### src/rtl/core/u8v_pkg.sv
// Shared types and constants for the UTF-8 checker / UTF-16 length counter.
// No dependencies; every other file in rtl/core depends on this package.
package u8v_pkg;

    localparam int COUNT_BITS_DEF = 17;
    localparam int ACCUM_W        = 21;

    // Lead byte ranges
    localparam logic [7:0] LEAD2_LO = 8'hC2;
    localparam logic [7:0] LEAD2_HI = 8'hDF;
    localparam logic [7:0] LEAD3_LO = 8'hE0;
    localparam logic [7:0] LEAD3_HI = 8'hEF;
    localparam logic [7:0] LEAD4_LO = 8'hF0;
    localparam logic [7:0] LEAD4_HI = 8'hF4;
    localparam logic [7:0] ASCII_HI = 8'h7F;

    // Code point limits
    localparam logic [ACCUM_W-1:0] CP_MIN2    = 21'h000080;
    localparam logic [ACCUM_W-1:0] CP_MIN3    = 21'h000800;
    localparam logic [ACCUM_W-1:0] CP_MIN4    = 21'h010000;
    localparam logic [ACCUM_W-1:0] CP_SURR_LO = 21'h00D800;
    localparam logic [ACCUM_W-1:0] CP_SURR_HI = 21'h00DFFF;
    localparam logic [ACCUM_W-1:0] CP_MAX     = 21'h10FFFF;
    localparam logic [ACCUM_W-1:0] CP_BMP_MAX = 21'h00FFFF;

    localparam logic [1:0] SEQ_W2 = 2'd1;
    localparam logic [1:0] SEQ_W3 = 2'd2;
    localparam logic [1:0] SEQ_W4 = 2'd3;

    typedef enum logic [1:0] {
        ERR_NONE    = 2'd0,
        ERR_INVALID = 2'd1,
        ERR_SAT     = 2'd3
    } t_err;

    typedef enum logic [1:0] {
        ST_OK      = 2'd0,
        ST_INVALID = 2'd1,
        ST_TRUNC   = 2'd2,
        ST_SAT     = 2'd3
    } t_status;

    typedef struct packed {
        logic [7:0] byte_value;
        logic       last_byte;
    } t_byte_word;

    typedef struct packed {
        logic [1:0] bytes_left;
        logic [1:0] seq_width;
    } t_scan_stat;

endpackage

### src/rtl/core/u8v_if.sv
// Channel interfaces: byte input and per-string result output.
// Depends on u8v_pkg.
interface u8v_byte_if;
    logic       valid;
    logic       ready;
    logic [7:0] byte_value;
    logic       last_byte;

    modport source (output valid, output byte_value, output last_byte, input ready);
    modport sink   (input valid, input byte_value, input last_byte, output ready);
endinterface

interface u8v_result_if #(
    parameter int COUNT_BITS = u8v_pkg::COUNT_BITS_DEF
);
    logic                  valid;
    logic                  ready;
    logic [COUNT_BITS-1:0] unit_count;
    logic [1:0]            status;

    modport source (output valid, output unit_count, output status, input ready);
    modport sink   (input valid, input unit_count, input status, output ready);
endinterface

### src/rtl/core/u8v_in_stage.sv
// Input register: holds one byte word between the channel and the scan stage.
// Depends on u8v_pkg and u8v_byte_if.
module u8v_in_stage (
    input  logic                i_clk,
    input  logic                i_rst_n,
    u8v_byte_if.sink            i_byte,
    input  logic                i_take,
    output logic                o_valid,
    output u8v_pkg::t_byte_word o_word
);
    import u8v_pkg::*;

    logic       r_valid;
    t_byte_word r_word;

    assign i_byte.ready = !r_valid || i_take;
    assign o_valid      = r_valid;
    assign o_word       = r_word;

    always_ff @(posedge i_clk) begin
        if (!i_rst_n) begin
            r_valid <= 1'b0;
        end else if (i_byte.ready) begin
            r_valid <= i_byte.valid;
        end
    end

    always_ff @(posedge i_clk) begin
        if (i_byte.valid && i_byte.ready) begin
            r_word <= '{byte_value: i_byte.byte_value, last_byte: i_byte.last_byte};
        end
    end

endmodule

### src/rtl/core/u8v_scan.sv
// Scan stage: per-string decode state, validation and UTF-16 unit count.
// Depends on u8v_pkg.
module u8v_scan #(
    parameter int COUNT_BITS = u8v_pkg::COUNT_BITS_DEF
) (
    input  logic                  i_clk,
    input  logic                  i_rst_n,
    input  logic                  i_valid,
    input  u8v_pkg::t_byte_word   i_word,
    input  logic                  i_out_free,
    output logic                  o_take,
    output logic                  o_res_valid,
    output logic [COUNT_BITS-1:0] o_unit_count,
    output u8v_pkg::t_status      o_status,
    output u8v_pkg::t_scan_stat   o_stat
);
    import u8v_pkg::*;

    localparam logic [COUNT_BITS-1:0] COUNT_MAX = '1;

    logic [1:0]            r_bytes_left, n_bytes_left;
    logic [1:0]            r_seq_width,  n_seq_width;
    logic [ACCUM_W-1:0]    r_accum,      n_accum;
    logic                  r_bad_cont,   n_bad_cont;
    t_err                  r_err,        n_err;
    logic [COUNT_BITS-1:0] r_total,      n_total;

    logic [1:0]            add_n;
    logic [COUNT_BITS:0]   sum;
    logic                  overlong;
    logic [7:0]            b;

    assign b           = i_word.byte_value;
    assign o_take      = i_valid && (!i_word.last_byte || i_out_free);
    assign o_res_valid = o_take && i_word.last_byte;
    assign o_stat      = '{bytes_left: r_bytes_left, seq_width: r_seq_width};

    always_comb begin
        n_bytes_left = r_bytes_left;
        n_seq_width  = r_seq_width;
        n_accum      = r_accum;
        n_bad_cont   = r_bad_cont;
        n_err        = r_err;
        n_total      = r_total;
        add_n        = 2'd0;
        overlong     = 1'b0;

        if (r_err != ERR_INVALID) begin
            if (r_bytes_left == 2'd0) begin
                if (b <= ASCII_HI) begin
                    add_n = 2'd1;
                end else if (b >= LEAD2_LO && b <= LEAD2_HI) begin
                    n_seq_width  = SEQ_W2;
                    n_accum      = {16'd0, b[4:0]};
                    n_bytes_left = SEQ_W2;
                    n_bad_cont   = 1'b0;
                end else if (b >= LEAD3_LO && b <= LEAD3_HI) begin
                    n_seq_width  = SEQ_W3;
                    n_accum      = {17'd0, b[3:0]};
                    n_bytes_left = SEQ_W3;
                    n_bad_cont   = 1'b0;
                end else if (b >= LEAD4_LO && b <= LEAD4_HI) begin
                    n_seq_width  = SEQ_W4;
                    n_accum      = {18'd0, b[2:0]};
                    n_bytes_left = SEQ_W4;
                    n_bad_cont   = 1'b0;
                end else begin
                    n_err = ERR_INVALID;
                end
            end else begin
                // bad continuation bytes are still consumed
                if (b[7:6] != 2'b10) begin
                    n_bad_cont = 1'b1;
                end
                n_accum      = {r_accum[ACCUM_W-7:0], b[5:0]};
                n_bytes_left = r_bytes_left - 2'd1;
                if (n_bytes_left == 2'd0) begin
                    overlong = (r_seq_width == SEQ_W2 && n_accum < CP_MIN2) ||
                               (r_seq_width == SEQ_W3 && n_accum < CP_MIN3) ||
                               (r_seq_width == SEQ_W4 && n_accum < CP_MIN4);
                    if (n_bad_cont || overlong ||
                        (n_accum >= CP_SURR_LO && n_accum <= CP_SURR_HI) ||
                        n_accum > CP_MAX) begin
                        n_err = ERR_INVALID;
                    end else if (n_accum > CP_BMP_MAX) begin
                        add_n = 2'd2;
                    end else begin
                        add_n = 2'd1;
                    end
                end
            end
        end

        sum = {1'b0, r_total} + {{(COUNT_BITS-1){1'b0}}, add_n};
        if (add_n != 2'd0) begin
            if (sum[COUNT_BITS]) begin
                n_total = COUNT_MAX;
                n_err   = ERR_SAT;
            end else begin
                n_total = sum[COUNT_BITS-1:0];
            end
        end
    end

    // result word for the string, valid with o_res_valid
    always_comb begin
        if (n_err == ERR_INVALID) begin
            o_status     = ST_INVALID;
            o_unit_count = '0;
        end else if (n_bytes_left != 2'd0) begin
            o_status     = ST_TRUNC;
            o_unit_count = '0;
        end else if (n_err == ERR_SAT) begin
            o_status     = ST_SAT;
            o_unit_count = COUNT_MAX;
        end else begin
            o_status     = ST_OK;
            o_unit_count = n_total;
        end
    end

    always_ff @(posedge i_clk) begin
        if (!i_rst_n || o_res_valid) begin
            r_bytes_left <= 2'd0;
            r_seq_width  <= 2'd0;
            r_accum      <= '0;
            r_bad_cont   <= 1'b0;
            r_err        <= ERR_NONE;
            r_total      <= '0;
        end else if (o_take) begin
            r_bytes_left <= n_bytes_left;
            r_seq_width  <= n_seq_width;
            r_accum      <= n_accum;
            r_bad_cont   <= n_bad_cont;
            r_err        <= n_err;
            r_total      <= n_total;
        end
    end

endmodule

### src/rtl/core/u8v_out_stage.sv
// Result register: holds one result word until the receiver takes it.
// Depends on u8v_pkg and u8v_result_if.
module u8v_out_stage #(
    parameter int COUNT_BITS = u8v_pkg::COUNT_BITS_DEF
) (
    input  logic                  i_clk,
    input  logic                  i_rst_n,
    input  logic                  i_load,
    input  logic [COUNT_BITS-1:0] i_unit_count,
    input  u8v_pkg::t_status      i_status,
    output logic                  o_free,
    u8v_result_if.source          o_result
);
    import u8v_pkg::*;

    logic                  r_valid;
    logic [COUNT_BITS-1:0] r_count;
    t_status               r_status;

    assign o_free              = !r_valid || o_result.ready;
    assign o_result.valid      = r_valid;
    assign o_result.unit_count = r_count;
    assign o_result.status     = r_status;

    always_ff @(posedge i_clk) begin
        if (!i_rst_n) begin
            r_valid <= 1'b0;
        end else if (o_free) begin
            r_valid <= i_load;
        end
    end

    always_ff @(posedge i_clk) begin
        if (i_load && o_free) begin
            r_count  <= i_unit_count;
            r_status <= i_status;
        end
    end

endmodule

### src/rtl/core/utf8_validate_utf16_count.sv
// Top level of the UTF-8 checker / UTF-16 length counter.
// Depends on u8v_pkg, u8v_if, u8v_in_stage, u8v_scan, u8v_out_stage.
//
// Usage:
//   i_byte carries one byte of an encoded string per word, with last_byte set
//   on the final byte. o_result gives exactly one word per string: the
//   UTF-16 unit count and a status (ok, invalid, truncated, saturated).
//   The count is zero for invalid or truncated strings and all ones when
//   it saturated.
// Timing:
//   Throughput is one byte per cycle while no final byte waits on a full
//   result register. A byte passes an input register, then the scan stage
//   updates the per-string decode state; that state loop sets the rate.
//   The scan stage loads the result register as it takes a final byte.
// Reset:
//   i_rst_n (synchronous, active low) empties both registers and clears the
//   decode state; the first byte after reset starts a new string.
// Back-pressure:
//   While the result register holds an untaken word, bytes that are not the
//   end of a string keep flowing; the next final byte waits in the input
//   register and i_byte.ready drops until the result is taken.
module utf8_validate_utf16_count #(
    parameter int COUNT_BITS = u8v_pkg::COUNT_BITS_DEF
) (
    input  logic          i_clk,
    input  logic          i_rst_n,
    u8v_byte_if.sink      i_byte,
    u8v_result_if.source  o_result
);
    import u8v_pkg::*;

    logic                  in_valid;
    t_byte_word            in_word;
    logic                  take;
    logic                  out_free;
    logic                  res_valid;
    logic [COUNT_BITS-1:0] res_count;
    t_status               res_status;
    t_scan_stat            scan_stat;

    u8v_in_stage u_in (
        .i_clk   (i_clk),
        .i_rst_n (i_rst_n),
        .i_byte  (i_byte),
        .i_take  (take),
        .o_valid (in_valid),
        .o_word  (in_word)
    );

    u8v_scan #(.COUNT_BITS(COUNT_BITS)) u_scan (
        .i_clk        (i_clk),
        .i_rst_n      (i_rst_n),
        .i_valid      (in_valid),
        .i_word       (in_word),
        .i_out_free   (out_free),
        .o_take       (take),
        .o_res_valid  (res_valid),
        .o_unit_count (res_count),
        .o_status     (res_status),
        .o_stat       (scan_stat)
    );

    u8v_out_stage #(.COUNT_BITS(COUNT_BITS)) u_out (
        .i_clk        (i_clk),
        .i_rst_n      (i_rst_n),
        .i_load       (res_valid),
        .i_unit_count (res_count),
        .i_status     (res_status),
        .o_free       (out_free),
        .o_result     (o_result)
    );

    // Failed strings report a zero count
    a_fail_zero: assert property (@(posedge i_clk) disable iff (!i_rst_n)
        o_result.valid && (o_result.status == ST_INVALID || o_result.status == ST_TRUNC)
        |-> o_result.unit_count == '0)
        else $error("failed string with nonzero count");

    // Saturated strings report the full-scale count
    a_sat_max: assert property (@(posedge i_clk) disable iff (!i_rst_n)
        o_result.valid && o_result.status == ST_SAT |-> &o_result.unit_count)
        else $error("saturated status without full-scale count");

    // Remaining continuation bytes never exceed the sequence length
    a_seq_bound: assert property (@(posedge i_clk) disable iff (!i_rst_n)
        scan_stat.bytes_left <= scan_stat.seq_width)
        else $error("continuation count exceeds sequence length");

    // A final byte in the scan stage only stalls on a full result register
    a_stall_cause: assert property (@(posedge i_clk) disable iff (!i_rst_n)
        in_valid && !take |-> in_word.last_byte && !out_free)
        else $error("scan stage stalled without cause");

endmodule
### src/flat_wrapper.sv
// flat-port wrapper written by rule: the top's interface ports become plain ports
module utf8_validate_utf16_count_flat import u8v_pkg::*;
#(
    parameter int COUNT_BITS = u8v_pkg::COUNT_BITS_DEF
)
  (i_clk, i_rst_n, i_byte_valid, i_byte_byte_value, i_byte_last_byte, i_byte_ready, o_result_valid, o_result_unit_count, o_result_status, o_result_ready);
  u8v_byte_if i_byte_i ();
  u8v_result_if #(.COUNT_BITS(COUNT_BITS)) o_result_i ();
  input  logic i_clk;
  input  logic i_rst_n;
  input wire logic [$bits(i_byte_i.valid)-1:0] i_byte_valid;
  input wire logic [$bits(i_byte_i.byte_value)-1:0] i_byte_byte_value;
  input wire logic [$bits(i_byte_i.last_byte)-1:0] i_byte_last_byte;
  output wire logic [$bits(i_byte_i.ready)-1:0] i_byte_ready;
  output wire logic [$bits(o_result_i.valid)-1:0] o_result_valid;
  output wire logic [$bits(o_result_i.unit_count)-1:0] o_result_unit_count;
  output wire logic [$bits(o_result_i.status)-1:0] o_result_status;
  input wire logic [$bits(o_result_i.ready)-1:0] o_result_ready;
  assign i_byte_i.valid = i_byte_valid;
  assign i_byte_i.byte_value = i_byte_byte_value;
  assign i_byte_i.last_byte = i_byte_last_byte;
  assign i_byte_ready = i_byte_i.ready;
  assign o_result_valid = o_result_i.valid;
  assign o_result_unit_count = o_result_i.unit_count;
  assign o_result_status = o_result_i.status;
  assign o_result_i.ready = o_result_ready;
  utf8_validate_utf16_count #(.COUNT_BITS(COUNT_BITS)) u_core (.i_clk(i_clk), .i_rst_n(i_rst_n), .i_byte(i_byte_i), .o_result(o_result_i));
endmodule
### config.mk
export PLATFORM = sky130hd
export DESIGN_NAME = utf8_validate_utf16_count_flat
export DESIGN_NICKNAME = d
export VERILOG_FILES = /design/src/rtl/core/u8v_pkg.sv /design/src/rtl/core/u8v_if.sv /design/src/rtl/core/u8v_in_stage.sv /design/src/rtl/core/u8v_scan.sv /design/src/rtl/core/u8v_out_stage.sv /design/src/rtl/core/utf8_validate_utf16_count.sv /design/src/flat_wrapper.sv
export SDC_FILE = /design/constraint.sdc
export NUM_CORES = 1
export LEC_CHECK = 0
export BUFFER_PORTS_ARGS = -buffer_cell sky130_fd_sc_hd__buf_2
export CAP_MARGIN = 20
export CORE_MARGIN = 1.5
export CORE_UTILIZATION = 45
export DETAILED_ROUTE_END_ITERATION = 6
export PLACE_DENSITY_LB_ADDON = 0.08
export SLEW_MARGIN = 40
export SYNTH_ARGS = -nofsm -noshare
export SYNTH_HDL_FRONTEND = slang
export SYNTH_SLANG_ARGS = --single-unit
export TNS_END_PERCENT = 30
### constraint.sdc
create_clock -name i_clk -period 10.25 [get_ports i_clk]
set_input_delay 2.05 -clock i_clk [delete_from_list [all_inputs] [get_ports i_clk]]
set_output_delay 2.05 -clock i_clk [all_outputs]
set_load 0.1 [all_outputs]
==> flow_summary.json, run 1 <==
{
  "cts-root-buf": "clkbuf_8",
  "clk-insertion-delay-late_ps": 340,
  "cts_sinks": 69,
  "port_buffers": 33,
  "fmax_ghz": 0.1986,
  "startpoint_type": "primary input",
  "die_y_um": 89.03,
  "met2_length_um": 3066,
  "ios": 34,
  "synth_area_leaders": "edfxtp_1 (25%), dfxtp_1 (25%), a21oi_1 (5.4%)",
  "timing_hold_violations_final": 0,
  "crit_family": "simple AND/OR/NAND/NOR gates",
  "path_depth": 4,
  "worstSetupPathType": "in2out",
  "relSlewSlack_pct": 49.37,
  "rows": 31,
  "syn_to_final_growth_pct": 14.39,
  "core_sq_um": 7214,
  "grtUsageTotal_pct": 20.27,
  "nets": 400,
  "wire_per_inst_um": 14.86,
  "clk_pin_slew_ps": 70,
  "cts-buffers-inserted": 9,
  "min_path_cells": 2,
  "fin_ws_ps": 5215,
  "synth_cell_types": 57,
  "yosysSeqAreaShare_pct": 49.89,
  "async_flop_share_pct": 0,
  "drv_cap": 0,
  "gp_congestion": 0.8780,
  "drtIter0Drc": 151,
  "via_per_inst": 5.689,
  "syn_avg_cell_area_sq_um": 9.571,
  "post-route-drc-count": 0,
  "clock_skew_ps": 13.50,
  "worstPathCellList": "buf_2 -> nor2b_1 -> nand3_1 -> buf_2",
  "drive_gt1_share_pct": 16.45,
  "p_leak_nw": 1.276,
  "synth_fp_nets": 364,
  "ir_drop_mv": 0.07030,
  "outcome": "complete, no violations",
  "finalCritPeriodShare_pct": 49.13,
  "cpMostUsedCell": "buf_2",
  "yosys_warnings": 0,
  "worst_pin_slew_ps": 752.4,
  "cts_tree": "yes",
  "r2r_cells": 14,
  "antenna_found_initial": 0,
  "drt_first_pass_iters": 5,
  "placed_area_sq_um": 3592,
  "num_vias": 2776,
  "cts_resized": 0,
  "syn_area_sq_um": 3331,
  "p_per_area_nw_per_um2": 152.3,
  "final_max_slew_viol_count": 0,
  "yosys.area.top_type": "edfxtp_1",
  "htree_levels": 3,
  "route.met3.wl_um": 369,
  "slowest_delay_ps": 370,
  "rsz0062_at_grt": "false",
  "die_w_um": 89.03,
  "setup-violations-final": 0,
  "ys_seq_elements": 69,
  "hold_path_class": "reg2reg",
  "netlist_instances": 348,
  "holdBufCountCts": 0,
  "grt_max_degree": 26,
  "period_minus_slack_ps": 5035,
  "endpoint_kind": "primary output",
  "synth_commonest_cells": "dfxtp_1 (41), nand2_1 (37), a21oi_1 (36)",
  "path_max_fanout": 7,
  "place_worst_setup_slack_ps": 5231,
  "worstPathRequired_ps": 8200,
  "cp_num_buf_inv": 2,
  "wl_um": 7253,
  "grt_pass1_wl_um": 12060,
  "antenna_left": 0,
  "synth.top_cell.area_share_pct": 25.24,
  "antenna_cells": 0,
  "m1WireLength_um": 3739,
  "tns_ps": 0,
  "grt_pass1_vias": 2516,
  "grt_overflow": 0,
  "initial_core_util_pct": 46.17,
  "postCtsSetupBuffers": 0,
  "synth_edf_count": 28,
  "ys.flop_type": "dfxtp_1",
  "routed.top_layer": "met4",
  "yosysMostFrequentCell": "dfxtp_1",
  "clk_path_buf_depth": 2,
  "dp_hpwl_um": 4950,
  "fin_area_sq_um": 3810,
  "die_area_sq_um": 7926,
  "worst_ep_arrival_time_ps": 2990,
  "crit_slowest_cell": "nor2b_1"
}
[worst min-delay path, cell delays in order (launching register included)]
cell and delay, ps:
dfxtp_1 320, nand2_1 50, a21oi_1 50
[sequential cells by signal, indices dropped and copies added (netlist names)]
register,flops
u_core.u_scan.r_bad_cont,1
u_core.u_in.o_valid,1
u_core.u_scan.r_bytes_left,2
u_core.u_scan.r_err,2
u_core.u_in.o_word,9
u_core.u_scan.r_total,17
u_core.u_out.o_result.status,2
u_core.u_out.o_result.valid,1
u_core.u_out.o_result.unit_count,17
u_core.u_scan.r_seq_width,2
u_core.u_scan.r_accum,15
[placed cells by master (no fill, tap or decap), types with 3 or more instances in the layout]
cell type and count:
buf_4 5, or3_1 3, a211oi_1 7, o21ai_0 9, nand3_1 14, nand2_1 37, xor2_1 6, nor3_1 18
a31oi_1 10, nor4_1 5, and3_1 5, a21oi_1 36, nand4_1 5, nor2_1 22, a22o_1 10, clkbuf_8 11
a21boi_0 3, dfxtp_1 41, buf_2 33, nor2b_1 3, xnor2_1 9, edfxtp_1 28, o311a_1 3, inv_1 10
nand2b_1 4
[report_power, final]
part / leakage [nW] / internal [W] / switching (W)
clock network: 0.113 / 0.000130 / 0.000100
registers: 0.581 / 0.000291 / 0.00000429
logic: 0.582 / 0.0000115 / 0.0000423
total: 1.28 / 0.000433 / 0.000147
[per-stage QoR]
stage / utilization [%] / hold slack [ps] / total power, W / cells
after detailed placement: 49.79 / 464.7 / 0.0003555 / 472
after CTS: 52.77 / 475.1 / 0.0005831 / 488
after floorplan: - / 436.0 / 0.0003431 / 348
after global placement: 49.64 / 460.4 / 0.0003546 / 472
final: 52.81 / 470.9 / 0.0005801 / 488
after global routing: 52.81 / 503.5 / 0.0006047 / 488
[layout make-up]
| cell class | count | area (sq um) |
|---|---|---|
| tap | 99 | 123.9 |
| clock buffer | 14 | 205.2 |
| multi-input combinational | 256 | 1569 |
| timing repair buffer | 38 | 202.7 |
| sequential | 69 | 1662 |
| fill | 676 | 3405 |
| clock inverter | 2 | 10.01 |
| inverter | 10 | 37.54 |
[kinds of logic (layout without fill, tap and decap cells)]
kind of cell,Yosys count,count (layout),synth area share [%]
compound gates,100,100,19.80
simple gates,136,136,21.00
mux,2,2,0.6011
buf+inv,23,64,3.419
fa+ha+maj,3,3,1.352
xor+xnor,15,15,3.945
flops,69,69,49.89
[path summary, 6_finish.rpt]
path,startpoint,slack [ps],end
setup / recovery,o_result_ready,5210,i_byte_ready
hold / removal,u_core.u_scan.r_accum[0]$_SDFFE_PP0P_,470,u_core.u_scan.r_accum[0]$_SDFFE_PP0P_
setup reg to reg,u_core.u_scan.r_accum[10]$_SDFFE_PP0P_,6380,u_core.u_scan.r_total[12]$_SDFFE_PP0P_
hold reg to reg,u_core.u_scan.r_accum[0]$_SDFFE_PP0P_,470,u_core.u_scan.r_accum[0]$_SDFFE_PP0P_
[layer usage]
layer	track usage [%]	vias to the layer above
met2	28.93	87
met5	0	-
met4	7.133	0
met1	30.21	1308
met3	4.432	6
li1	-	1375
Note: power is estimated with default switching activity, not from simulation.
==> run 2, diff against run 1 <==
clock period = 5 ns   (was 10.25 ns; I/O delays follow)
==> run 2 against run 1 <==
  * Final cell count did not move
  * Register-to-register slack worse by 5100 ps
  * Clock power grew 96%
  * Count of clock-buffer cells in the layout is 2 lower
  * Via count is 0.72% lower
  * Largest power group unchanged
==> flow_summary.json, run 2 (synthesis results as in run 1) <==
{
  "outcome": "complete, no violations",
  "drt_first_pass_iters": 7,
  "place_worst_setup_slack_ps": 1324,
  "rows": 31,
  "multi_input_area_sq_um": 1578,
  "core_sq_um": 7214,
  "hold_path_class": "reg2reg",
  "holdBufCountCts": 0,
  "grt-busiest-layer": "met1",
  "grt_max_degree": 26,
  "wire_per_inst_um": 15.22,
  "p_per_area_nw_per_um2": 308.2,
  "setup-violations-final": 0,
  "dp_hpwl_um": 5090,
  "clk_pin_slew_ps": 80,
  "nets": 400,
  "drive_gt1_share_pct": 16.45,
  "nFillCells": 692,
  "final_max_slew_viol_count": 0,
  "num_vias": 2756,
  "gp_congestion": 0.8643,
  "endpoint_kind": "flop",
  "worst_ep_arrival_time_ps": 3970,
  "drtIter0Drc": 168,
  "cts_resized": 0,
  "via_per_inst": 5.648,
  "layout_common_cells": "dfxtp_1 (41), nand2_1 (37), a21oi_1 (36), buf_2 (33), edfxtp_1 (28)",
  "cts_sinks": 69,
  "grt_pass1_vias": 2423,
  "cts_tree": "yes",
  "relSlewSlack_pct": 46.19,
  "syn_to_final_growth_pct": 13.97,
  "clk_path_buf_depth": 2,
  "die_y_um": 89.03,
  "grtUsageTotal_pct": 19.87,
  "worstPathCellList": "or4_4 -> or3_1 -> nor2_1 -> o21ai_0 -> a21oi_1 -> ha_1 -> inv_1 -> fa_1 -> and3b_1 -> and4_1 -> nand2_1 -> nor4_1 -> nand3_1 -> o211a_1",
  "final_common_cell": "dfxtp_1",
  "worstPathRequired_ps": 5250,
  "grt.met3_usage_pct": 3.601,
  "post-route-drc-count": 0,
  "worstSetupPathType": "reg2reg",
  "worst_pin_slew_ps": 805.4,
  "die_area_sq_um": 7926,
  "ir_drop_mv": 0.1661,
  "fmax_ghz": 0.2690,
  "period_minus_slack_ps": 3718,
  "p_leak_nw": 1.258,
  "antenna_left": 0,
  "slowest_delay_ps": 560,
  "cts-buffers-inserted": 9,
  "startpoint_type": "flop",
  "grt_overflow": 0,
  "grtUsageMet2_pct": 27.62,
  "fin_ws_ps": 1282,
  "htree_levels": 3,
  "path_max_fanout": 5,
  "initial_core_util_pct": 46.17,
  "ff_latch_area_sq_um": 1662,
  "drv_cap": 0,
  "finalCritPeriodShare_pct": 74.35,
  "clock_skew_ps": 14.28,
  "cts-root-buf": "clkbuf_8",
  "port_buffers": 33,
  "die_w_um": 89.03,
  "rsz0062_at_grt": "false",
  "postCtsSetupBuffers": 0,
  "antenna_found_initial": 0,
  "timing_hold_violations_final": 0,
  "clk-insertion-delay-late_ps": 350,
  "crit_slowest_cell": "or4_4",
  "antenna_cells": 0,
  "wl_um": 7427,
  "ios": 34,
  "tns_ps": 0,
  "grt_pass1_wl_um": 11880,
  "grt_use_met1_pct": 30.43
}
## run 2: per-layer routing
layer,up-vias,part of all wire [%]
li1,1373,-
met1,1275,51
met2,98,42
met3,10,5.0
met4,0,1.6
met5,-,0
## run 2: critical path: cells and delay by family (launching register included)
kind | cells | cell delay [ps]
simple gates | 8 | 2250
fa+ha+maj | 2 | 610
compound gates | 3 | 370
buf+inv | 1 | 60
flops | 1 | 330
## run 2: worst paths after layout
kind	from	endpoint	slack [ps]	cells after the start
setup reg to reg	u_core.u_scan.r_accum[10]$_SDFFE_PP0P_	u_core.u_scan.r_total[12]$_SDFFE_PP0P_	1280	14
hold / removal	u_core.u_scan.r_accum[0]$_SDFFE_PP0P_	u_core.u_scan.r_accum[0]$_SDFFE_PP0P_	480	2
hold reg to reg	u_core.u_scan.r_accum[0]$_SDFFE_PP0P_	u_core.u_scan.r_accum[0]$_SDFFE_PP0P_	480	2
setup / recovery	u_core.u_scan.r_accum[10]$_SDFFE_PP0P_	u_core.u_scan.r_total[12]$_SDFFE_PP0P_	1280	14
## run 2: cell type report
type                    count  share of cell area (%)
multi-input cells         256                   41.56
repair buffers             38                   5.339
clock buffers              12                   3.823
clock inverters             4                   1.252
inverters                  10                  0.9888
well taps                  99                   3.263
flip-flops and latches     69                   43.77
## run 2: report_power, final
| part | total (W) | internal, W | switching [W] |
|---|---|---|---|
| Combinational | 0.000110 | 0.0000235 | 0.0000866 |
| Clock | 0.000453 | 0.000243 | 0.000211 |
| Sequential | 0.000606 | 0.000597 | 0.00000904 |
## run 2: through the flow
stage	cells	utilization, %	power, W	hold WS, ps	instance area (sq um)
floorplan	348	-	0.0007034	436.0	3331
global placement	472	49.64	0.0007279	461.5	3581
detailed placement	472	49.86	0.0007287	467.7	3597
CTS	488	52.53	0.001175	477.9	3790
global route	488	52.62	0.001216	497.2	3796
finish	488	52.62	0.001170	479.9	3796
